### src/sv/lssq_pkg.sv
// Types, constants and helpers of the lidar scan sector query block.
`timescale 1ns / 1ps
package lssq_pkg;

  localparam int unsigned ANGLE_W    = 13;
  localparam int unsigned TOL_W      = 12;
  localparam int unsigned DIST_W     = 16;
  localparam int unsigned COUNT_W    = 12;
  localparam int unsigned CFG_IDX_W  = 3;
  localparam int unsigned CFG_DATA_W = 16;

  localparam logic [ANGLE_W-1:0] FULL_TURN = 13'd5760;
  localparam logic [ANGLE_W-1:0] HALF_TURN = 13'd2880;

  typedef enum logic [CFG_IDX_W-1:0] {
    CFG_SECTOR_START = 3'd0,
    CFG_SECTOR_END   = 3'd1,
    CFG_TARGET_ANGLE = 3'd2,
    CFG_ANGLE_TOL    = 3'd3,
    CFG_OBST_THRESH  = 3'd4,
    CFG_MIN_RANGE    = 3'd5,
    CFG_MAX_RANGE    = 3'd6
  } cfg_idx_t;

  localparam logic [ANGLE_W-1:0] RST_SECTOR_START = 13'd0;
  localparam logic [ANGLE_W-1:0] RST_SECTOR_END   = 13'd5759;
  localparam logic [ANGLE_W-1:0] RST_TARGET_ANGLE = 13'd0;
  localparam logic [TOL_W-1:0]   RST_ANGLE_TOL    = 12'd16;
  localparam logic [DIST_W-1:0]  RST_OBST_THRESH  = 16'd500;
  localparam logic [DIST_W-1:0]  RST_MIN_RANGE    = 16'd150;
  localparam logic [DIST_W-1:0]  RST_MAX_RANGE    = 16'd12000;

  // classification of one scan point
  typedef struct packed {
    logic             valid;
    logic             in_sector;
    logic             near_target;
    logic [TOL_W-1:0] diff;
  } point_info_t;

  typedef struct packed {
    logic [ANGLE_W-1:0] sector_start;
    logic [ANGLE_W-1:0] sector_end;
    logic [ANGLE_W-1:0] target_angle;
    logic [TOL_W-1:0]   angle_tol;
    logic [DIST_W-1:0]  min_range;
    logic [DIST_W-1:0]  max_range;
  } eval_cfg_t;

  function automatic logic [ANGLE_W-1:0] wrap_angle(input logic [ANGLE_W-1:0] a);
    wrap_angle = (a >= FULL_TURN) ? a - FULL_TURN : a;
  endfunction

endpackage

### src/sv/lssq_point_eval.sv
// Range check, sector test and target angle distance for one scan point.
`timescale 1ns / 1ps
module lssq_point_eval (
  input  logic [lssq_pkg::ANGLE_W-1:0] angle,
  input  logic [lssq_pkg::DIST_W-1:0]  distance,
  input  lssq_pkg::eval_cfg_t          cfg,
  output lssq_pkg::point_info_t        info
);

  logic [lssq_pkg::ANGLE_W-1:0] a_w;
  logic [lssq_pkg::ANGLE_W-1:0] t_w;
  logic [lssq_pkg::ANGLE_W-1:0] abs_diff;
  logic [lssq_pkg::ANGLE_W-1:0] circ_diff;

  always_comb begin
    a_w = lssq_pkg::wrap_angle(angle);
    t_w = lssq_pkg::wrap_angle(cfg.target_angle);
    abs_diff = (a_w >= t_w) ? a_w - t_w : t_w - a_w;
    circ_diff = (abs_diff > lssq_pkg::HALF_TURN) ? lssq_pkg::FULL_TURN - abs_diff : abs_diff;

    info.valid = (distance != '0) && (distance >= cfg.min_range) &&
                 (distance <= cfg.max_range);
    if (cfg.sector_start <= cfg.sector_end) begin
      info.in_sector = (a_w >= cfg.sector_start) && (a_w <= cfg.sector_end);
    end else begin
      // sector wraps through zero
      info.in_sector = (a_w >= cfg.sector_start) || (a_w <= cfg.sector_end);
    end
    info.diff = circ_diff[lssq_pkg::TOL_W-1:0];
    info.near_target = (info.diff <= cfg.angle_tol);
  end

endmodule

### src/sv/lidar_scan_sector_query.sv
// Top level of the lidar scan sector query block.
// Usage:
//   Input channel (in_*): one scan point per word, angle in 1/16 degree, distance
//   in mm, in_scan_last on the final point of a scan. Result channel (out_*): one
//   word per scan with the sector minimum, the target lookup, the valid point
//   count and the obstacle flag. Configuration (cfg_*): write-only registers; the
//   user must write them between scans, the block itself does not enforce this.
//   Throughput: one point per cycle while in_stall is low. Each point passes an
//   input register and then the combinational range/sector/target logic into the
//   accumulators. The last point of a scan passes the input register and, once it
//   fires, the result register that drives out_valid and the result word.
//   Stall: while a result is held by out_stall, points that are not last keep
//   flowing into the accumulators; a last point waits in the input register and
//   in_stall rises until the result slot frees.
//   Reset: configuration returns to its defaults, accumulators and both valid
//   flags clear; no result is pending after reset.
`timescale 1ns / 1ps
module lidar_scan_sector_query (
  input  logic                              clk,
  input  logic                              rst_n,
  input  logic                              in_valid,
  output logic                              in_stall,
  input  logic [lssq_pkg::ANGLE_W-1:0]      in_sample_angle,
  input  logic [lssq_pkg::DIST_W-1:0]       in_sample_distance,
  input  logic                              in_scan_last,
  output logic                              out_valid,
  input  logic                              out_stall,
  output logic [lssq_pkg::DIST_W-1:0]       out_sector_min,
  output logic                              out_sector_found,
  output logic [lssq_pkg::DIST_W-1:0]       out_target_distance,
  output logic                              out_target_found,
  output logic [lssq_pkg::COUNT_W-1:0]      out_valid_count,
  output logic                              out_obstacle,
  input  logic                              cfg_we,
  input  logic [lssq_pkg::CFG_IDX_W-1:0]    cfg_index,
  input  logic [lssq_pkg::CFG_DATA_W-1:0]   cfg_data
);

  // configuration registers
  logic [lssq_pkg::ANGLE_W-1:0] sector_start_r;
  logic [lssq_pkg::ANGLE_W-1:0] sector_end_r;
  logic [lssq_pkg::ANGLE_W-1:0] target_angle_r;
  logic [lssq_pkg::TOL_W-1:0]   angle_tol_r;
  logic [lssq_pkg::DIST_W-1:0]  obst_thresh_r;
  logic [lssq_pkg::DIST_W-1:0]  min_range_r;
  logic [lssq_pkg::DIST_W-1:0]  max_range_r;

  always_ff @(posedge clk) begin
    if (!rst_n) begin
      sector_start_r <= lssq_pkg::RST_SECTOR_START;
      sector_end_r   <= lssq_pkg::RST_SECTOR_END;
      target_angle_r <= lssq_pkg::RST_TARGET_ANGLE;
      angle_tol_r    <= lssq_pkg::RST_ANGLE_TOL;
      obst_thresh_r  <= lssq_pkg::RST_OBST_THRESH;
      min_range_r    <= lssq_pkg::RST_MIN_RANGE;
      max_range_r    <= lssq_pkg::RST_MAX_RANGE;
    end else if (cfg_we) begin
      unique case (lssq_pkg::cfg_idx_t'(cfg_index))
        lssq_pkg::CFG_SECTOR_START: sector_start_r <= cfg_data[lssq_pkg::ANGLE_W-1:0];
        lssq_pkg::CFG_SECTOR_END:   sector_end_r   <= cfg_data[lssq_pkg::ANGLE_W-1:0];
        lssq_pkg::CFG_TARGET_ANGLE: target_angle_r <= cfg_data[lssq_pkg::ANGLE_W-1:0];
        lssq_pkg::CFG_ANGLE_TOL:    angle_tol_r    <= cfg_data[lssq_pkg::TOL_W-1:0];
        lssq_pkg::CFG_OBST_THRESH:  obst_thresh_r  <= cfg_data;
        lssq_pkg::CFG_MIN_RANGE:    min_range_r    <= cfg_data;
        lssq_pkg::CFG_MAX_RANGE:    max_range_r    <= cfg_data;
        default: ;
      endcase
    end
  end

  // input register
  logic                          s1_valid_r;
  logic [lssq_pkg::ANGLE_W-1:0]  s1_angle_r;
  logic [lssq_pkg::DIST_W-1:0]   s1_dist_r;
  logic                          s1_last_r;
  logic                          s1_fire;
  logic                          in_accept;

  assign s1_fire   = s1_valid_r && (!s1_last_r || !out_valid || !out_stall);
  assign in_stall  = s1_valid_r && !s1_fire;
  assign in_accept = in_valid && !in_stall;

  always_ff @(posedge clk) begin
    if (!rst_n) begin
      s1_valid_r <= 1'b0;
    end else if (in_accept) begin
      s1_valid_r <= 1'b1;
    end else if (s1_fire) begin
      s1_valid_r <= 1'b0;
    end
  end

  always_ff @(posedge clk) begin
    if (in_accept) begin
      s1_angle_r <= in_sample_angle;
      s1_dist_r  <= in_sample_distance;
      s1_last_r  <= in_scan_last;
    end
  end

  // point classification
  lssq_pkg::eval_cfg_t   eval_cfg;
  lssq_pkg::point_info_t info;

  assign eval_cfg = '{
    sector_start: sector_start_r,
    sector_end:   sector_end_r,
    target_angle: target_angle_r,
    angle_tol:    angle_tol_r,
    min_range:    min_range_r,
    max_range:    max_range_r
  };

  lssq_point_eval u_eval (
    .angle    (s1_angle_r),
    .distance (s1_dist_r),
    .cfg      (eval_cfg),
    .info     (info)
  );

  // scan accumulators
  logic [lssq_pkg::DIST_W-1:0]  run_min_r,   run_min_nxt;
  logic                         min_seen_r,  min_seen_nxt;
  logic [lssq_pkg::TOL_W-1:0]   best_diff_r, best_diff_nxt;
  logic [lssq_pkg::DIST_W-1:0]  best_dist_r, best_dist_nxt;
  logic                         best_seen_r, best_seen_nxt;
  logic [lssq_pkg::COUNT_W-1:0] count_r,     count_nxt;
  logic [lssq_pkg::DIST_W-1:0]  bound;
  logic                         scan_done;

  always_comb begin
    run_min_nxt   = run_min_r;
    min_seen_nxt  = min_seen_r;
    best_diff_nxt = best_diff_r;
    best_dist_nxt = best_dist_r;
    best_seen_nxt = best_seen_r;
    count_nxt     = count_r;
    bound         = min_seen_r ? run_min_r : max_range_r;
    if (s1_fire && info.valid) begin
      if (count_r != '1) begin
        count_nxt = count_r + 1'b1;
      end
      if (info.in_sector && (s1_dist_r < bound)) begin
        run_min_nxt  = s1_dist_r;
        min_seen_nxt = 1'b1;
      end
      if (info.near_target && (!best_seen_r || (info.diff < best_diff_r))) begin
        best_diff_nxt = info.diff;
        best_dist_nxt = s1_dist_r;
        best_seen_nxt = 1'b1;
      end
    end
  end

  assign scan_done = s1_fire && s1_last_r;

  always_ff @(posedge clk) begin
    if (!rst_n) begin
      min_seen_r  <= 1'b0;
      best_seen_r <= 1'b0;
      count_r     <= '0;
    end else if (scan_done) begin
      min_seen_r  <= 1'b0;
      best_seen_r <= 1'b0;
      count_r     <= '0;
    end else begin
      min_seen_r  <= min_seen_nxt;
      best_seen_r <= best_seen_nxt;
      count_r     <= count_nxt;
    end
  end

  // values only read while the matching seen flag is set
  always_ff @(posedge clk) begin
    run_min_r   <= run_min_nxt;
    best_diff_r <= best_diff_nxt;
    best_dist_r <= best_dist_nxt;
  end

  // result register
  logic                         out_valid_r;
  logic [lssq_pkg::DIST_W-1:0]  sector_min_r;
  logic                         sector_found_r;
  logic [lssq_pkg::DIST_W-1:0]  target_dist_r;
  logic                         target_found_r;
  logic [lssq_pkg::COUNT_W-1:0] valid_count_r;
  logic                         obstacle_r;

  always_ff @(posedge clk) begin
    if (!rst_n) begin
      out_valid_r <= 1'b0;
    end else if (scan_done) begin
      out_valid_r <= 1'b1;
    end else if (!out_stall) begin
      out_valid_r <= 1'b0;
    end
  end

  always_ff @(posedge clk) begin
    if (scan_done) begin
      sector_min_r   <= min_seen_nxt ? run_min_nxt : '0;
      sector_found_r <= min_seen_nxt;
      target_dist_r  <= best_seen_nxt ? best_dist_nxt : '0;
      target_found_r <= best_seen_nxt;
      valid_count_r  <= count_nxt;
      obstacle_r     <= min_seen_nxt && (run_min_nxt != '0) &&
                        (run_min_nxt < obst_thresh_r);
    end
  end

  assign out_valid           = out_valid_r;
  assign out_sector_min      = sector_min_r;
  assign out_sector_found    = sector_found_r;
  assign out_target_distance = target_dist_r;
  assign out_target_found    = target_found_r;
  assign out_valid_count     = valid_count_r;
  assign out_obstacle        = obstacle_r;

endmodule

### config.mk
export PLATFORM = sky130hd
export DESIGN_NAME = lidar_scan_sector_query
export DESIGN_NICKNAME = d
export VERILOG_FILES = /design/src/sv/lssq_pkg.sv /design/src/sv/lssq_point_eval.sv /design/src/sv/lidar_scan_sector_query.sv
export SDC_FILE = /design/constraint.sdc
export NUM_CORES = 1
export LEC_CHECK = 0
export ABC_AREA = 1
export BUFFER_PORTS_ARGS = -buffer_cell sky130_fd_sc_hd__clkbuf_2
export CAP_MARGIN = 20
export CORE_ASPECT_RATIO = 2
export CORE_MARGIN = 2
export CORE_UTILIZATION = 58
export CTS_BUF_LIST = sky130_fd_sc_hd__clkbuf_8
export DETAILED_ROUTE_END_ITERATION = 10
export PLACE_DENSITY = 0.8
export SLEW_MARGIN = 10
export SYNTH_ARGS = -nofsm -noshare
export SYNTH_HDL_FRONTEND = slang
export SYNTH_HIERARCHICAL = 1
export SYNTH_SLANG_ARGS = --single-unit
export TNS_END_PERCENT = 10
### constraint.sdc
create_clock -name clk -period 10.71 [get_ports clk]
set_input_delay 1.6065 -clock clk [delete_from_list [all_inputs] [get_ports clk]]
set_output_delay 1.6065 -clock clk [all_outputs]
set_load 0.02 [all_outputs]
# [After elaboration in Yosys (flattened, before gate mapping)]
# Index checks and enable logic that the tools add are counted.
[classes] n_eq_ne=8 n_reduce_logical=35 n_mux=20 bitwise_logic=1 magnitude_cmp=13 n_addsub=6
[ops] operator="2-to-1 mux 16 bit" count=5
[ops] operator="2-to-1 mux 13 bit" count=3
[ops] operator="2-to-1 mux 12 bit" count=3
[ops] operator="< comparator 16 bit" count=2
[ops] operator="nonzero test 16 bit" count=2
[ops] operator="greater-or-equal comparator 13 bit" count=2
[ops] operator="greater-or-equal comparator 13 bit (second input constant)" count=2
[ops] operator="<= comparator 13 bit" count=2
[ops] operator="subtractor 13 bit" count=2
[ops] operator="subtractor 13 bit (second input constant)" count=2
[ops] operator="greater-or-equal comparator 16 bit" count=1
[ops] operator="<= comparator 16 bit" count=1
[ops] operator="AND reduction 2 bit" count=8
[ops] operator="greater-than comparator 13 x 12 -> 1 bit (second input constant)" count=1
[ops] operator="adder 12 x 1 -> 12 bit (second input constant)" count=1
[ops] operator="<= comparator 12 bit" count=1
[ops] operator="logical AND 1 bit" count=12
[ops] operator="< comparator 12 bit" count=1
[ops] operator="!= test 12 bit (second input constant)" count=1
[ops] operator="subtractor 11 x 12 -> 12 bit (first input constant)" count=1
[ops] operator="equality test 3 bit (second input constant)" count=3
[ops] operator="2-to-1 mux 1 bit" count=9
[ops] operator="equality test 3 x 2 -> 1 bit (second input constant)" count=2
[ops] operator="logical NOT 1 bit" count=6
[ops] operator="7 further kinds" count=10
[word_totals] out_inout_bits=49 register_bits=236

# [Depth between registers and ports, before layout]
[logic_depth] word_depth=11 depth_mapped=47

# [Modules after synthesis]
# Netlist, hierarchy kept.
[modules_own_cells] mod="lidar_scan_sector_query" cells_per_inst=1033 area_per_inst_um2=9495.4 instances=1 seq_area_each_um2=5615.4
[modules_own_cells] mod="lssq_point_eval" cells_per_inst=807 area_per_inst_um2=4606.9 instances=1 seq_area_each_um2=0.0

# [Worst setup path after synthesis]
# OpenSTA, ideal clock, no wires.
[synth_timing] kind="reg2reg" from="register s1_angle_r[7] (netlist name)" to="register best_diff_r[0] (netlist name), enable pin" setup_time_ps=344 period_less_slack_ps=5509 stages_incl_launch_ff=43 t_arrival_ps=5165 setup_slack_ps=5201 path_cell_list="edfxtp_1 -> inv_2 -> ha_1 -> inv_1 -> nand3_1 -> nand2_1 -> inv_2 -> nand2_4 -> inv_1 -> nand2_1 -> o21ai_0 -> ha_1 -> clkbuf_2 -> nand2_1 -> nor2_1 -> nand3_1 -> nand3_1 -> nand2_1 -> [... 7 more ...] -> nand2_2 -> inv_2 -> nor2_2 -> nand4_1 -> nand2_2 -> nand2_4 -> nand2_1 -> nand2_1 -> ha_1 -> a21oi_1 -> nor2_1 -> a211oi_1 -> o221a_2 -> o41ai_1 -> a21oi_1 -> nand2_1 -> clkbuf_1 -> inv_1"
[synth_lines] item="from (decl)" line_no="lidar_scan_sector_query.sv:73" source="logic [lssq_pkg::ANGLE_W-1:0] s1_angle_r;"
[synth_lines] item="from (signal assigned)" line_no="lidar_scan_sector_query.sv:95" source="s1_angle_r <= in_sample_angle;"
[synth_lines] item="to (signal assigned)" line_no="lidar_scan_sector_query.sv:176" source="best_diff_r <= best_diff_nxt;"
[synth_lines] item="to (decl)" line_no="lidar_scan_sector_query.sv:124" source="logic [lssq_pkg::TOL_W-1:0] best_diff_r, best_diff_nxt;"

==> impl_metrics.py <==
metrics = {
    "finish": {
        "nets": 2149,
        "synthToLayoutAreaGrowth_pct": 9.65,
        "antennaDiodeCount": 0,
        "final_util_pct": 64.6,
        "drive_gt1_share_pct": 11.2,
        "fillers": 2144,
    },
    "die": {
        "dieArea_mm2": 0.0257,
        "ioPinCount": 103,
        "rows": 80,
        "die_h_um": 225,
        "start_util_pct": 58.9,
        "core_mm2": 0.0239,
        "die_x_um": 114,
    },
    "timing": {
        "fmax_ghz": 0.140,
        "fin_tns_setup_ps": 0,
        "drv_slew": 0,
        "rsz0062_at_grt": "no",
        "period_share_pct": 66.5,
        "hold_viol_final": 0,
        "finalClockSkew_ps": 42.0,
        "whs_ps": 461,
        "setup_viol": 0,
        "worst_slew_pin_slew_ps": 1030,
        "min_period_ps": 7120,
        "max-slew-margin-rel_pct": 31.5,
    },
    "synth": {
        "synth.avg_cell_area_um2": 7.66,
        "synth_warnings": 6,
        "syn_inst": 1840,
        "ys_seq_area_share_pct": 39.8,
        "syn_area_mm2": 0.0141,
        "synth.distinct_cells": 52,
        "syn-num-nets": 2044,
        "async_flop_share_pct": 0,
        "yosys_most_used_dff": "dfxtp_1",
        "synth.ff_latch_count": 236,
        "synth_edf_count": 89,
    },
    "grt": {
        "grt_pass1_wl_um": 59300,
        "grt_use_met1_pct": 27.9,
        "grtUsageTotal_pct": 29.8,
        "overflow": 0,
        "grt_max_degree": 103,
        "grt.busiest_layer": "met2",
        "grt_use_met2_pct": 56.0,
        "antenna_found_initial": 1,
        "use_met3_pct": 4.04,
        "first_global_vias": 12300,
    },
    "clock_network": {
        "cts-root-buf": "clkbuf_8",
        "cts_made_buffers": 36,
        "clkTransAtPathRegs_ps": 70,
        "cts_tree": "built",
        "ctsHoldBuffers": 0,
        "cts_resized": 0,
        "clock-sinks": 236,
        "clock_path_buffers": 3,
        "htree_levels": 2,
        "insertion_delay_ps": 570,
        "postCtsSetupRepairBufs": 0,
    },
    "setup_path": {
        "cp-start-kind": "flop",
        "reg2reg_depth": 42,
        "crit_arrival_ps": 7290,
        "path_depth": 42,
        "cp.required_ps": 10880,
        "cpPeakStageDelay_ps": 660,
        "end_kind": "flop",
        "worstSetupPathType": "flop to flop",
        "worst_path_most_repeated_cell": "nand2_1",
        "crit_fanout": 33,
        "timing.critical_path.buf_inv": 9,
        "cpMaxStageDelayCell": "inv_1",
        "path_delay_family": "simple AND/OR/NAND/NOR gates",
    },
    "flow_run": {
        "maxCapViolCount": 0,
    },
    "route": {
        "drt-pass1-iter-count": 6,
        "wl_um": 38000,
        "avgViaCountPerCell": 5.51,
        "drc": 0,
        "drtIter0Drc": 821,
        "wl_per_cell_um": 16.8,
        "vias": 12400,
        "ant_nets": 0,
    },
    "pwr": {
        "ir_drop_uv": 94.6,
        "p_per_area_mw_per_mm2": 158,
        "p_leak_nw": 7.79,
    },
    "place": {
        "dp_hpwl_um": 29600,
        "globalplace.congestion": 0.996,
        "io_buffer_count": 102,
    },
    "min_path": {
        "hold_path_depth": 2,
        "hold_path_class": "flop to flop",
    },
    "run_status": {
        "run_status": "finished, final reports clean",
    },
}
[path summary, 6_finish.rpt]
path	from	endpoint	slack, ps
worst max-delay path	s1_angle_r[7]	best_diff_r[11]	3590
worst min-delay path	min_range_r[7]	min_range_r[7]	460
worst max register to register	s1_angle_r[7]	best_diff_r[11]	3590
worst min register to register	min_range_r[7]	min_range_r[7]	460
[metal layers]
layer  vias to the layer above  routed length (um)
li1                       6150                   -
met4                         2                3330
met2                       434               20000
met1                      5671               12900
met5                         -                  13
met3                       185                1710
[power by group]
part           switching, mW  leakage, nW  internal (mW)
clock                  0.364        0.379          0.328
combinational          0.455         5.35          0.239
sequential            0.0408         2.06           1.02
[layout make-up]
class | instances | area, um2 | area share (%)
multi-input combinational | 1250 | 7100 | 45.9
sequential | 236 | 5620 | 36.3
inverter | 310 | 1160 | 7.52
timing repair buffer | 111 | 576 | 3.72
clock buffer | 37 | 509 | 3.29
tap | 287 | 359 | 2.32
clock inverter | 28 | 136 | 0.882
[kinds of logic (layout without fill, tap and decap cells)]
family,after synthesis,in the layout,share of synthesized area [%]
buffers and inverters,354,486,9.82
and+or+nand+nor,797,797,24.1
DFF,236,236,39.8
AOI/OAI and AO/OA,266,266,10.5
xor gates and xnor gates,33,33,2.05
adders and majority gates,151,151,13.5
muxes,3,3,0.213
[stage by stage]
step / total power, mW / setup slack [ps] / cell area, um2 / instances
finish: 2.45 / 3590 / 15500 / 2259
global route: 2.59 / 2840 / 15500 / 2259
CTS: 2.45 / 3640 / 15500 / 2258
detailed placement: 1.76 / 3690 / 14800 / 2193
global placement: 1.74 / 3820 / 14800 / 2193
floorplan: 1.57 / 5200 / 14100 / 1840
[registers in the layout, indices dropped and copies added (netlist names), 12 cells and up]
register,count
s1_dist_r,16
best_dist_r,16
sector_end_r,13
best_diff_r,12
out_sector_min,16
target_angle_r,13
run_min_r,16
max_range_r,16
angle_tol_r,12
s1_angle_r,13
sector_start_r,13
out_valid_count,12
obst_thresh_r,16
min_range_r,16
out_target_distance,16
count_r,12
[Yosys cell counts, types with 3 or more instances]
| cell type | number | area, um2 |
|---|---|---|
| nand3b_1 | 4 | 30.0 |
| ha_1 | 148 | 1850 |
| inv_1 | 291 | 1090 |
| a211oi_1 | 8 | 60.1 |
| buf_2 | 3 | 15.0 |
| o211ai_1 | 12 | 90.1 |
| dfxtp_1 | 147 | 2940 |
| and2_1 | 4 | 25.0 |
| inv_2 | 17 | 63.8 |
| nor3_1 | 10 | 50.1 |
| edfxtp_1 | 89 | 2670 |
| xor2_1 | 26 | 228 |
| nand4_1 | 21 | 131 |
| nand2_4 | 8 | 90.1 |
| nand3_2 | 3 | 30.0 |
| o21bai_1 | 5 | 37.5 |
| o21ai_0 | 132 | 661 |
| xnor2_1 | 7 | 61.3 |
| nand3_1 | 98 | 490 |
| nand2_2 | 16 | 100 |
| mux2i_1 | 3 | 30.0 |
| nor2_2 | 4 | 25.0 |
| a21oi_1 | 80 | 400 |
| clkbuf_1 | 33 | 124 |
| o21ai_2 | 4 | 35.0 |
| nand2_1 | 353 | 1330 |
| nor2_1 | 263 | 987 |
| nor4_1 | 8 | 50.1 |
| buf_6 | 4 | 45.0 |
| o21ai_1 | 7 | 35.0 |
| a21o_1 | 5 | 37.5 |
[placed cells by master, fill, tap and decap left out, types with 26 or more instances in the layout]
cell	count
nand2_1	353
inv_1	301
nor2_1	262
ha_1	148
dfxtp_1	147
o21ai_0	132
clkbuf_2	102
nand3_1	98
edfxtp_1	89
a21oi_1	80
clkbuf_8	37
xor2_1	26
[tightest hold or removal path, cell delays in order (launching register included)]
cell     delay [ps]
dfxtp_1         330
nand2_1          50
nand3_1          50
No activity file was read; power rests on OpenSTA's default activity.
